--- config.mk ---
export PLATFORM = sky130hd
export DESIGN_NAME = four_digit_seven_segment_scanner_flat
export DESIGN_NICKNAME = d
export VERILOG_FILES = /design/src/rtl/sevseg_pkg.sv /design/src/rtl/sevseg_item_if.sv /design/src/rtl/sevseg_result_if.sv /design/src/rtl/four_digit_seven_segment_scanner.sv /design/src/flat_wrapper.sv
export SDC_FILE = /design/constraint.sdc
export NUM_CORES = 1
export LEC_CHECK = 0
export ABC_AREA = 1
export BUFFER_PORTS_ARGS = -buffer_cell sky130_fd_sc_hd__buf_4
export CORE_UTILIZATION = 48
export DETAILED_ROUTE_END_ITERATION = 8
export PLACE_DENSITY = 0.69
export SLEW_MARGIN = 5
export SYNTH_ARGS = -nofsm -noshare
export SYNTH_HDL_FRONTEND = slang
export SYNTH_SLANG_ARGS = --single-unit
export TNS_END_PERCENT = 20
--- constraint.sdc ---
create_clock -name clk -period 2.9 [get_ports clk]
set_input_delay 0.145 -clock clk [delete_from_list [all_inputs] [get_ports clk]]
set_output_delay 0.145 -clock clk [all_outputs]
set_load 0.02 [all_outputs]
--- src/rtl/sevseg_pkg.sv ---
package sevseg_pkg;

  localparam int DIGIT_COUNT = 4;
  localparam int VALUE_W     = 14;
  localparam int SEG_W       = 7;
  localparam int EN_W        = 4;
  localparam int DIGIT_W     = 4;

  localparam int BCD_W = DIGIT_W * DIGIT_COUNT;
  localparam int IDX_W = (DIGIT_COUNT > 1) ? $clog2(DIGIT_COUNT) : 1;
  localparam int CNT_W = $clog2(VALUE_W);

  // 10 ** DIGIT_COUNT, worked out at elaboration
  function automatic longint pow10(input int n);
    longint p;
    p = 1;
    for (int i = 0; i < n; i++) p = p * 10;
    return p;
  endfunction

  localparam longint VALUE_LIMIT = pow10(DIGIT_COUNT);

  typedef enum logic {
    ACT_LOAD = 1'b0,
    ACT_TICK = 1'b1
  } action_t;

  // gfedcba, bit 0 = segment a, no decimal point bit
  function automatic logic [SEG_W-1:0] seg_pattern(input logic [DIGIT_W-1:0] d);
    logic [SEG_W-1:0] s;
    case (d)
      4'd0:    s = 7'h3F;
      4'd1:    s = 7'h06;
      4'd2:    s = 7'h5B;
      4'd3:    s = 7'h4F;
      4'd4:    s = 7'h66;
      4'd5:    s = 7'h6D;
      4'd6:    s = 7'h7D;
      4'd7:    s = 7'h07;
      4'd8:    s = 7'h7F;
      4'd9:    s = 7'h67;
      default: s = '0;
    endcase
    return s;
  endfunction

endpackage

--- src/rtl/sevseg_item_if.sv ---
interface sevseg_item_if;
  logic                          valid;
  logic                          ready;
  sevseg_pkg::action_t           action;
  logic [sevseg_pkg::VALUE_W-1:0] value;

  modport source (output valid, output action, output value, input ready);
  modport sink   (input valid, input action, input value, output ready);
endinterface

--- src/rtl/sevseg_result_if.sv ---
interface sevseg_result_if;
  logic                          valid;
  logic                          ready;
  logic [sevseg_pkg::SEG_W-1:0]  segments;
  logic [sevseg_pkg::EN_W-1:0]   digit_enable;

  modport source (output valid, output segments, output digit_enable, input ready);
  modport sink   (input valid, input segments, input digit_enable, output ready);
endinterface

--- src/rtl/four_digit_seven_segment_scanner.sv ---
// four-digit multiplexed seven-segment display scanner
//
// item channel: one beat is either a load (action = load, value = number)
// or a refresh tick (action = tick). result channel: one beat per tick,
// carrying the segment pattern (gfedcba) and a one-hot digit enable.
// loads give no result beat; a load of a number at or above 10**digits
// is dropped and the shown digits stay as they were.
//
// a load is converted to decimal by a shift-add-3 sequencer: one shared
// add-3 / shift step per cycle over the 14 value bits, so a load keeps
// item.ready low after its beat until the last step has committed the
// digits, and the new digits show from the next tick on.
// a tick is handled in its accept cycle; its result beat sits in the
// output register from the next cycle, so ticks can run one per cycle
// while the receiver keeps up.
// when the receiver stalls with a result held, item.ready stays low
// until that beat is taken.
// reset (rst, synchronous) clears all digits to zero, points the scan
// at the most significant digit (enable 1) and empties the output.
module four_digit_seven_segment_scanner (
  input  logic             clk,
  input  logic             rst,
  sevseg_item_if.sink      item,
  sevseg_result_if.source  result
);
  import sevseg_pkg::*;

  typedef enum logic {
    ST_IDLE,
    ST_CONV
  } state_t;

  state_t state;

  // digit store, least significant digit at entry 0
  logic [DIGIT_W-1:0] digit_store [DIGIT_COUNT];
  logic [IDX_W-1:0]   scan_idx;

  // conversion datapath
  logic [VALUE_W-1:0] shreg;
  logic [BCD_W-1:0]   bcd;
  logic [CNT_W-1:0]   cnt;
  logic [BCD_W-1:0]   bcd_adj;
  logic [BCD_W-1:0]   bcd_next;
  logic [VALUE_W-1:0] shreg_next;

  // output register
  logic               out_valid;
  logic [SEG_W-1:0]   out_seg;
  logic [EN_W-1:0]    out_en;

  logic               in_fire;
  logic               out_free;
  logic               load_ok;
  logic [IDX_W-1:0]   rd_addr;
  logic [DIGIT_W-1:0] rd_digit;
  logic [EN_W-1:0]    en_next;
  logic [IDX_W-1:0]   idx_next;

  assign out_free = !out_valid || result.ready;
  assign item.ready = (state == ST_IDLE) && out_free;
  assign in_fire = item.valid && item.ready;

  assign load_ok = (longint'(item.value) < VALUE_LIMIT);

  // scan starts at the most significant digit
  assign rd_addr  = IDX_W'(DIGIT_COUNT - 1) - scan_idx;
  assign rd_digit = digit_store[rd_addr];

  // enable bits beyond the field stay off
  assign en_next = (32'(scan_idx) < EN_W) ? (EN_W'(1) << scan_idx) : '0;
  assign idx_next = (scan_idx == IDX_W'(DIGIT_COUNT - 1)) ? '0 : scan_idx + 1'b1;

  // shared step: add 3 to every bcd digit above 4, then shift in one bit
  always_comb begin
    for (int i = 0; i < DIGIT_COUNT; i++) begin
      if (bcd[i*DIGIT_W +: DIGIT_W] > 4'd4) begin
        bcd_adj[i*DIGIT_W +: DIGIT_W] = bcd[i*DIGIT_W +: DIGIT_W] + 4'd3;
      end else begin
        bcd_adj[i*DIGIT_W +: DIGIT_W] = bcd[i*DIGIT_W +: DIGIT_W];
      end
    end
    bcd_next   = {bcd_adj[BCD_W-2:0], shreg[VALUE_W-1]};
    shreg_next = {shreg[VALUE_W-2:0], 1'b0};
  end

  always_ff @(posedge clk) begin
    if (rst) begin
      state     <= ST_IDLE;
      scan_idx  <= '0;
      out_valid <= 1'b0;
      for (int i = 0; i < DIGIT_COUNT; i++) digit_store[i] <= '0;
    end else begin
      // a new tick refills the output register, else a taken beat empties it
      if (in_fire && item.action == ACT_TICK) begin
        out_valid <= 1'b1;
      end else if (result.ready) begin
        out_valid <= 1'b0;
      end

      case (state)
        ST_IDLE: begin
          if (in_fire) begin
            if (item.action == ACT_TICK) begin
              out_seg   <= seg_pattern(rd_digit);
              out_en    <= en_next;
              scan_idx  <= idx_next;
            end else if (load_ok) begin
              shreg <= item.value;
              bcd   <= '0;
              cnt   <= CNT_W'(VALUE_W - 1);
              state <= ST_CONV;
            end
          end
        end
        ST_CONV: begin
          bcd   <= bcd_next;
          shreg <= shreg_next;
          cnt   <= cnt - 1'b1;
          if (cnt == '0) begin
            // last step: commit all digits at once
            for (int i = 0; i < DIGIT_COUNT; i++) begin
              digit_store[i] <= bcd_next[i*DIGIT_W +: DIGIT_W];
            end
            state <= ST_IDLE;
          end
        end
        default: state <= ST_IDLE;
      endcase
    end
  end

  assign result.valid        = out_valid;
  assign result.segments     = out_seg;
  assign result.digit_enable = out_en;

  // a new result beat only follows an accepted tick
  a_result_from_tick: assert property (@(posedge clk) disable iff (rst)
    $rose(out_valid) |-> $past(in_fire && item.action == ACT_TICK))
    else $error("result beat without a tick");

  // conversion ends after its last step
  a_conv_ends: assert property (@(posedge clk) disable iff (rst)
    (state == ST_CONV && cnt == '0) |=> (state == ST_IDLE))
    else $error("conversion did not finish");

  // no input taken while converting
  a_no_accept_conv: assert property (@(posedge clk) disable iff (rst)
    (state == ST_CONV) |-> !item.ready)
    else $error("input accepted during conversion");

  // the stored digit under the scan is always decimal
  a_digit_decimal: assert property (@(posedge clk) disable iff (rst)
    rd_digit < 4'd10)
    else $error("digit store holds a non-decimal code");

  // at most one digit enabled per beat
  a_enable_onehot: assert property (@(posedge clk) disable iff (rst)
    out_valid |-> $onehot0(out_en))
    else $error("digit enable not one-hot");

endmodule

--- src/flat_wrapper.sv ---
// flat-port wrapper written by rule: the top's interface ports become plain ports
module four_digit_seven_segment_scanner_flat import sevseg_pkg::*;
  (clk, rst, item_valid, item_action, item_value, item_ready, result_valid, result_segments, result_digit_enable, result_ready);
  sevseg_item_if item_i ();
  sevseg_result_if result_i ();
  input  logic clk;
  input  logic rst;
  input wire logic [$bits(item_i.valid)-1:0] item_valid;
  input wire logic [$bits(item_i.action)-1:0] item_action;
  input wire logic [$bits(item_i.value)-1:0] item_value;
  output wire logic [$bits(item_i.ready)-1:0] item_ready;
  output wire logic [$bits(result_i.valid)-1:0] result_valid;
  output wire logic [$bits(result_i.segments)-1:0] result_segments;
  output wire logic [$bits(result_i.digit_enable)-1:0] result_digit_enable;
  input wire logic [$bits(result_i.ready)-1:0] result_ready;
  assign item_i.valid = item_valid;
  assign item_i.action = item_action;
  assign item_i.value = item_value;
  assign item_ready = item_i.ready;
  assign result_valid = result_i.valid;
  assign result_segments = result_i.segments;
  assign result_digit_enable = result_i.digit_enable;
  assign result_i.ready = result_ready;
  four_digit_seven_segment_scanner u_core (.clk(clk), .rst(rst), .item(item_i), .result(result_i));
endmodule
* Word level (Yosys, flattened, before mapping)
Memories as Yosys holds them, arrays and structs flattened. A register that Yosys moved wholly into a read port is not among the register bits.
Cells that the tools add are included.
** Storage, ports and cells
- Input bits :: 19
- Bits in writable memories :: 16
- Word-level logic and storage cells :: 76
- Memories :: 2
- ROM bits :: 112
- Bits in registers :: 42
** Operators by class
- Multiplexer cells :: 34
- Reduce and logical (&&, ||, !) cells :: 10
- Eq/ne operators :: 4
- Shift-type cells :: 1
- $add $sub $neg :: 7
- Bitwise gates (word level) :: 6
- $lt $le $gt $ge :: 5
** Memories
- (no name shown) :: words 16, bits a word 7, read ports 1, clocked after memory_dff 1, wr ports 0, line sevseg_pkg.sv:31 : case (d)
- u_core.digit_store :: words 4, bits a word 4, read ports 1, clocked after memory_dff 0, wr ports 4, line four_digit_seven_segment_scanner.sv:36 : logic [DIGIT_W-1:0] digit_store [DIGIT_COUNT];
** Operator list (count)
- $mux 16 :: 3
- $mux 14 :: 3
- $mux 4 :: 10
- $pmux 16 s2 :: 1
- $pmux 14 s2 :: 1
- $gt 4x3->1 const B :: 4
- $lt 14x14->1 const B :: 1
- $add 4x2->4 const B :: 3
- $mux 1 :: 12
- $pmux 4 s2 :: 1
- $reduce_and 4->1 :: 2
- $logic_not 4->1 :: 1
- $ne 2x1->1 const B :: 2
- $or 1x1->1 :: 4
- $shl 1x2->4 const A :: 1
- $sub 4x1->4 const B :: 1
- $add 3x2->3 const B :: 1
- $logic_and 1x1->1 :: 3
- $mux 3 :: 1
- $reduce_and 3->1 :: 1
- $add 2x1->2 const B :: 1
- $eq 2x2->1 const B :: 1
- $mux 2 :: 1
- $ne 2x2->1 const B :: 1
- 6 further kinds :: 7

* Longest topological paths before layout
Gate-level depths: netlist (run 1).
- Word-level depth :: 6
- Depth in mapped cells :: 12

* Least setup slack after synthesis (run 1)
No wires, ideal clock.
- Path kind :: reg2reg
- From :: register u_core.state
- To :: register u_core.bcd[0], enable pin
- Slack :: 0.053 ns
- Stages on the path, launching flop included :: 4
- Arrival time :: 2.410 ns
- Buffers on the path :: 1
- Required time :: 2.463 ns
- Cells stage by stage :: dfxtp_1 > clkinv_1 > clkbuf_1 > a21oi_1
** On the way
- Longest elaborated chain between the ends :: 5
- Elaborated cells between the ends (all ways) :: 7
** RTL lines
- start: declaration :: line four_digit_seven_segment_scanner.sv:33 : state_t state;
- start signal: assignment :: line four_digit_seven_segment_scanner.sv:89 : state <= ST_IDLE;
- start signal: assignment :: line four_digit_seven_segment_scanner.sv:112 : state <= ST_CONV;
- start signal: assignment :: line four_digit_seven_segment_scanner.sv:125 : state <= ST_IDLE;
- $not 1->1 (no source line) (*)
- $logic_and 1x1->1 :: line four_digit_seven_segment_scanner.sv:61 : assign item.ready = (state == ST_IDLE) && out_free;
- $logic_and 1x1->1 :: line four_digit_seven_segment_scanner.sv:62 : assign in_fire = item.valid && item.ready;
- $ne 2x1->1 (no source line)
- $reduce_and 4->1 (no source line) (*)
- end signal: assignment :: line four_digit_seven_segment_scanner.sv:117 : bcd <= bcd_next;
- end: declaration :: line four_digit_seven_segment_scanner.sv:41 : logic [BCD_W-1:0] bcd;
Mark *: on every way between the ends. The rest lies on a longest branch, timed or not.
A chain may end at the register's enable or synchronous reset.

* Worst setup path after layout (run 1)
- From :: register u_core.scan_idx[0]
- To :: register u_core.out_seg[3], in the netlist u_core.result.segments[3] (data pin)
** On the way
- Longest elaborated chain between the ends :: 2
** RTL lines
- start: declaration :: line four_digit_seven_segment_scanner.sv:37 : logic [IDX_W-1:0] scan_idx;
- start signal: assignment :: line four_digit_seven_segment_scanner.sv:107 : scan_idx <= idx_next;
- $sub 2x2->2 :: line four_digit_seven_segment_scanner.sv:67 : assign rd_addr = IDX_W'(DIGIT_COUNT - 1) - scan_idx;
- $mem_v2 4x4
- end: declaration :: line four_digit_seven_segment_scanner.sv:49 : logic [SEG_W-1:0] out_seg;
Every way passes these cells.

==> reports/qor.yml, run 1 <==
vias: 2302
grt_start_max_net_pins: 35
fin_setup_tns_ns: 0
initial_utilization: 0.507
cts_made_buffers: 9
dp_hpwl_um: 4130
grt.overflow.total: 0
final_antenna_net_count: 0
cts.reportedPaths.clkPinSlew_ns: 0.07
nets: 416
r2r_cells: 11
critPathLaunchType: "flip-flop"
ios: 32
wl_um: 5790
grt.total_usage: 0.185
cts_sinks: 65
status: "finished with violations"
cp_data_required_time_ns: 3.00
core_area_sq_um: 6490
p_per_area_nw_per_um2: 545
reg2reg_to: "u_core.result.segments[3]"
cts_tree: "yes"
route.met2.wl_um: 2900
endpoint: "u_core.result.segments[3]"
root_buffer: "clkbuf_8"
dieWidth_um: 84.8
period_needed_ns: 2.03
ctsLongestPathBuffers: 2
ys_ff_latch: 65
ys_types: 23
startpoint: "u_core.scan_idx[0]"
synthToLayoutAreaGrowth_pct: 15.9
avgRoutedWirePerCell_um: 12.5
drv_cap: 0
fin_util: 0.587
setup_viol: 0
remaining_drc_errors: 3
fin_crit_sh: 0.701
rows: 29
whs_ns: 0.0672
hp-class: "input pin to flip-flop"
end_kind: "flip-flop"
rr_startpoint: "u_core.scan_idx[0]"
first_iter_violations: 144
syn_area_sq_um: 3290
violations: "design-rule violations"
antenna_found_initial: 0
grt_pass1_wl_um: 10100
max_slew.worst_pin.slew_ns: 0.680
holdBufCountCts: 1
hold_viol_final: 0
crit_arrival_ns: 2.13
avgSynthCellArea_sq_um: 9.65
p_leak_nw: 1.71
syn-num-nets: 377
rsz0062_at_grt: "false"
crit_type: "flip-flop to flip-flop"
ys.warnings.count: 0
crit_fanout: 16
seq_area_frac_synth: 0.581
die_area_sq_um: 7190
clock_skew_ns: 0.00820
cts-htree-levels: 3
max_freq_mhz: 492
cts_resized: 0
rrSetupSlack_ns: 0.87
max_slew_margin: 0.545
clock_latency_ns: 0.35
place.gp.congestion: 0.843
drive_above_1_share: 0.169
antenna_cells: 0
drt-met1-wl_um: 2550
io_buffers: 31
synthCells: 341
vias_per_cell: 4.98
dr.pass1.iters: 6
top_layer_used: "met4"
die_height_um: 84.8
ir_drop_mv: 0.249
grt_pass1_vias: 2319
cts_setup_buffers: 0
wl_met3_um: 200
slew_violations: 0
-- layout by cell type (no fill, tap or decap) --
cell type	instances
a21oi_1	7
a21oi_4	1
buf_12	1
buf_4	34
bufinv_16	1
clkbuf_1	3
clkbuf_8	9
clkinv_1	2
clkinv_2	2
dfxtp_1	4
dlygate4sd3_1	1
edfxtp_1	61
ha_1	17
inv_1	33
inv_2	2
nand2_1	109
nand2_2	7
nand3_1	17
nand3_2	2
nand4_1	1
nand4_2	1
nor2_1	44
nor2_4	2
o211ai_1	3
o21ai_0	9
o21bai_1	1
o21bai_2	3
xor2_1	8
-- critical path, cell delays in order (launching register included) --
cell and delay [ns]:
dfxtp_1 0.65, inv_2 0.19, nand2_1 0.10, nand2_1 0.05, nand2_1 0.05, nand2_1 0.12, inv_1 0.15, ha_1 0.26
nand2_2 0.07, nand2_1 0.05, nand2_1 0.06, nand2_1 0.04
-- kinds of logic after synthesis --
group                    synth area share
AO/OA/AOI/OAI                      0.0452
flip-flops                          0.581
AND/OR/NAND/NOR                     0.232
XOR/XNOR                           0.0213
adder cells (fa/ha/maj)            0.0646
buffers and inverters              0.0559
-- power breakdown --
| part | internal, mW | leakage, nW | switching [mW] |
|---|---|---|---|
| Sequential | 1.08 | 0.610 | 0.0223 |
| Clock | 0.392 | 0.0918 | 0.332 |
| Combinational | 0.0951 | 1.01 | 0.162 |
-- worst min-delay path by stage --
stage                        startpoint                  end  cells past startpoint
final                     item_value[1]      u_core.shreg[1]                      3
after CTS                 item_value[7]      u_core.shreg[7]                      3
after global routing      item_value[1]      u_core.shreg[1]                      3
after floorplan                     rst  u_core.result.valid                      1
after detailed placement            rst  u_core.result.valid                      2
after global placement              rst  u_core.result.valid                      2
-- flip-flops by register name, summed over array words and instances (netlist names) --
name,cells
u_core.result.segments,7
u_core.result.digit_enable,4
u_core.digit_store,16
u_core.scan_idx,2
u_core.bcd,16
u_core.cnt,4
u_core.state,1
u_core.result.valid,1
u_core.shreg,14
-- per-stage QoR --
step | cells | power, mW | setup WS (ns) | cell area [sq um]
floorplan | 341 | 1.29 | 0.0530 | 3290
global placement | 445 | 1.37 | 1.02 | 3630
detailed placement | 445 | 1.38 | 0.927 | 3630
CTS | 462 | 2.10 | 0.887 | 3810
global route | 462 | 2.18 | 0.647 | 3810
finish | 462 | 2.08 | 0.867 | 3810
-- layout make-up --
| cell class | instances | area [sq um] |
|---|---|---|
| clock inverters | 4 | 43.8 |
| inverters | 36 | 135 |
| multi-input cells | 232 | 1210 |
| well taps | 77 | 96.3 |
| fillers | 557 | 2680 |
| flip-flops and latches | 65 | 1910 |
| clock buffers | 12 | 135 |
| repair buffers | 36 | 285 |
-- metal layers --
layer  track usage  up-vias
met4        0.0894        0
met5             0        -
met3        0.0496       12
met2         0.330       39
met1         0.205     1066
li1              -     1185
-- cell usage after synthesis (all sizes together) --
cell    instances  area share
nand3          19       0.032
o21ai           9       0.014
inv            35       0.040
buf             5       0.011
nand2         116        0.14
nand4           2      0.0057
edfxtp         61        0.56
xor2            8       0.021
nor2           46       0.057
ha             17       0.065
o21bai          4       0.013
a21oi           8       0.012
o211ai          3      0.0068
clkbuf          3      0.0034
dfxtp           4       0.024
clkinv          1      0.0011
Note: power is estimated with default switching activity, not from simulation.
==> run 2: changes to the inputs <==
--- a/config.mk
+++ b/config.mk
@@ -5,11 +5,11 @@
 export SDC_FILE = /design/constraint.sdc
 export NUM_CORES = 1
 export LEC_CHECK = 0
-export ABC_AREA = 1
+export ABC_AREA = 0
 export BUFFER_PORTS_ARGS = -buffer_cell sky130_fd_sc_hd__buf_4
 export CORE_UTILIZATION = 48
 export DETAILED_ROUTE_END_ITERATION = 8
-export PLACE_DENSITY = 0.69
+export PLACE_DENSITY = 0.7
 export SLEW_MARGIN = 5
 export SYNTH_ARGS = -nofsm -noshare
 export SYNTH_HDL_FRONTEND = slang
==> constraint.sdc (replaced) <==
create_clock -name clk -period 1.71 [get_ports clk]
set_input_delay 0.0855 -clock clk [delete_from_list [all_inputs] [get_ports clk]]
set_output_delay 0.0855 -clock clk [all_outputs]
set_load 0.02 [all_outputs]
==> run 2 against run 1 <==
Net effect: the flow still finishes with violations (design-rule violations); area after synthesis fell by 1.8%; non-clock buffer count up 14; flip-flop and latch count unchanged; worst setup slack got worse by 0.82 ns; sequential power increased by 68%; global-route usage fell by 1.7 points; first-iteration DRC count down 37%; highest routed layer unchanged.
==> reports/qor.yml, run 2 <==
status: "finished with violations"  # unchanged
violations: "design-rule violations"  # unchanged
dieWidth_um: 84.1  # was 84.8 um
placedInstanceArea_sq_um: 3690  # was 3630 sq um
critPathLaunchType: "flip-flop"  # unchanged
fin_crit_sh: 0.972  # was 0.701
root_buffer: "clkbuf_8"  # unchanged
clock_latency_ns: 0.33  # was 0.35 ns
fin_setup_tns_ns: 0  # unchanged
p_leak_nw: 1.49  # was 1.71 nW
avgSynthCellArea_sq_um: 12.8  # was 9.65 sq um
p_per_area_nw_per_um2: 857  # was 545 nW/um^2
vias: 1996  # was 2302
synthArstFlopShare: 0  # unchanged
grt_start_max_net_pins: 18  # was 35
antenna_found_initial: 0  # unchanged
first_iter_violations: 91  # was 144
drv_cap: 0  # unchanged
ios: 32  # unchanged
dp_slack_ns: -0.0123  # was 0.927 ns
drive_above_1_share: 0.335  # was 0.169
grtUsageMet1: 0.185  # was 0.205
crit_type: "flip-flop to flip-flop"  # unchanged
slew_violations: 0  # unchanged
cts-htree-levels: 3  # unchanged
yosys.area.top_type: "edfxtp_1"  # unchanged
io_buffers: 31  # unchanged
place.gp.congestion: 0.793  # was 0.843
grt_pass1_vias: 1997  # was 2319
ys.warnings.count: 0  # unchanged
top_regs: "u_core.bcd: 16 flops, u_core.digit_store: 16 flops, u_core.shreg: 14 flops"  # unchanged
final_antenna_net_count: 0  # unchanged
ys_ff_latch: 65  # unchanged
clock_skew_ns: 0.00824  # was 0.00820 ns
wl_um: 5400  # was 5790 um
finalWorstSetupSlack_ns: 0.0473  # was 0.867 ns
fill_cells: 513  # was 557
final_area_sq_um: 3910  # was 3810 sq um
seq_area_frac_synth: 0.592  # was 0.581
ys.flop_type: "edfxtp_1"  # unchanged
cts_made_buffers: 9  # unchanged
grt_pass1_wl_um: 8960  # was 10100 um
ir_drop_mv: 0.475  # was 0.249 mV
ctsLongestPathBuffers: 2  # unchanged
grtUsageMet2: 0.302  # was 0.330
antenna_cells: 0  # unchanged
core_area_sq_um: 6420  # was 6490 sq um
final_common_cell: "edfxtp_1"  # was nand2_1
die_area_sq_um: 7070  # was 7190 sq um
dr.pass1.iters: 6  # unchanged
grt.overflow.total: 0  # unchanged
ys_types: 38  # was 23
fin_util: 0.609  # was 0.587
final_cell_mix: "edfxtp_1 (61), buf_4 (47), nor2_1 (21)"  # was nand2_1 (109), edfxtp_1 (61), nor2_1 (44)
syn_area_sq_um: 3230  # was 3290 sq um
syn-num-nets: 289  # was 377
synth.most_common_cell: "edfxtp_1"  # was nand2_1
initial_utilization: 0.503  # was 0.507
end_kind: "flip-flop"  # unchanged
avgRoutedWirePerCell_um: 14.0  # was 12.5 um
synth.top_cell.area_share: 0.567  # was 0.556
max_slew.worst_pin.slew_ns: 0.439  # was 0.680 ns
crit_arrival_ns: 1.84  # was 2.13 ns
period_needed_ns: 1.66  # was 2.03 ns
hold_viol_final: 0  # unchanged
max_freq_mhz: 601  # was 492 MHz
rsz0062_at_grt: "true"  # was false
dp_hpwl_um: 3970  # was 4130 um
synthCells: 253  # was 341
die_height_um: 84.1  # was 84.8 um
setup_viol: 0  # unchanged
rows: 29  # unchanged
gr-usage-met3: 0.0415  # was 0.0496
hp-class: "input pin to flip-flop"  # unchanged
remaining_drc_errors: 4  # was 3
nets: 341  # was 416
yosys-top-cells-area: "edfxtp_1 (57%), ha_1 (6.6%), mux2_2 (4.5%), a21oi_1 (2.8%), dfxtp_1 (2.5%)"  # was edfxtp_1 (56%), nand2_1 (12%), ha_1 (6.5%), nor2_1 (5.0%), inv_1 (3.8%)
grt.total_usage: 0.168  # was 0.185
holdBufCountCts: 0  # was 1
cts.reportedPaths.clkPinSlew_ns: 0.07  # about the same
synth_edf_count: 61  # unchanged
cts_tree: "yes"  # unchanged
vias_per_cell: 5.16  # was 4.98
synthToLayoutAreaGrowth_pct: 21.0  # was 15.9%
crit_fanout: 5  # was 16
max_slew_margin: 0.708  # was 0.545
cts_sinks: 65  # unchanged
top_usage_layer: "met2"  # unchanged
netlist_top_cells_count: "edfxtp_1 (61), nor2_1 (21), inv_1 (20)"  # was nand2_1 (109), edfxtp_1 (61), nor2_1 (44)
cp_data_required_time_ns: 1.89  # was 3.00 ns
-- run 2: cell types whose count changed after synthesis, sizes merged, moves of 5 or more --
| cell | previous run | this run |
|---|---|---|
| a21oi | 8 | 19 |
| and2 | 0 | 12 |
| inv | 35 | 20 |
| mux2 | 0 | 13 |
| nand2 | 116 | 8 |
| nand3 | 19 | 2 |
| nor2 | 46 | 22 |
| nor2b | 0 | 12 |
| o22ai | 0 | 5 |
| xnor2 | 0 | 7 |
| xor2 | 8 | 0 |
-- run 2: where the power goes --
group	internal [mW]	switching [mW]	total, mW
registers	1.82	0.0361	1.85
logic	0.203	0.207	0.409
clock network	0.515	0.575	1.09
total	2.53	0.818	3.35
-- run 2: per-layer routing --
| layer | vias up | part of all wire | routed length (um) |
|---|---|---|---|
| met5 | - | 0 | 0 |
| met4 | 0 | 0.014 | 78 |
| met3 | 9 | 0.038 | 205 |
| met2 | 46 | 0.52 | 2790 |
| met1 | 928 | 0.43 | 2330 |
| li1 | 1013 | - | - |
-- run 2: critical path: stages (launching register included) --
cell	delay (ns)
dfxtp_4	0.40
mux4_2	0.51
buf_4	0.17
ha_4	0.15
nor2_2	0.11
a21oi_1	0.05
o22ai_1	0.12
-- run 2: cell families (layout without fill, tap and decap cells) --
logic type	count (synthesis)	count (layout)	share of synthesized area
simple gates	74	74	0.129
flops	65	65	0.592
compound gates	39	39	0.0666
buf+inv	30	87	0.0418
mux	21	21	0.0867
fa+ha+maj	17	17	0.0658
xor+xnor	7	7	0.0190
-- run 2: metrics by stage --
stage | power [mW] | instances | hold slack (ns)
floorplan | 2.15 | 253 | 0.291
finish | 3.35 | 387 | 0.0343
CTS | 3.37 | 384 | 0.0213
global placement | 2.28 | 368 | 0.370
global route | 3.51 | 387 | 0.0321
detailed placement | 2.29 | 368 | 0.377
-- run 2: final timing paths --
kind,depth (start not counted),from,slack (ns),endpoint
worst min-delay path,2,rst,0.03,u_core.result.valid
worst max register to register,6,u_core.scan_idx[0],0.05,u_core.result.segments[3]
worst min register to register,2,u_core.result.valid,0.52,u_core.result.valid
worst max-delay path,6,u_core.scan_idx[0],0.05,u_core.result.segments[3]
-- run 2: final cells by class --
type	instances	area (sq um)	share of cell area
multi-input combinational	158	1240	0.318
clock inverter	6	35.0	0.00896
clock buffer	10	128	0.0326
inverter	21	83.8	0.0214
timing repair buffer	50	404	0.103
sequential	65	1920	0.491
tap	77	96.3	0.0246
-- run 2: what timing repair did --
action,4_1_cts,5_1_grt
gates cloned,0,0
pin swaps,0,2
buffers inserted,0,3
gates resized for setup,2,8
endpoints found under the setup margin,2,12
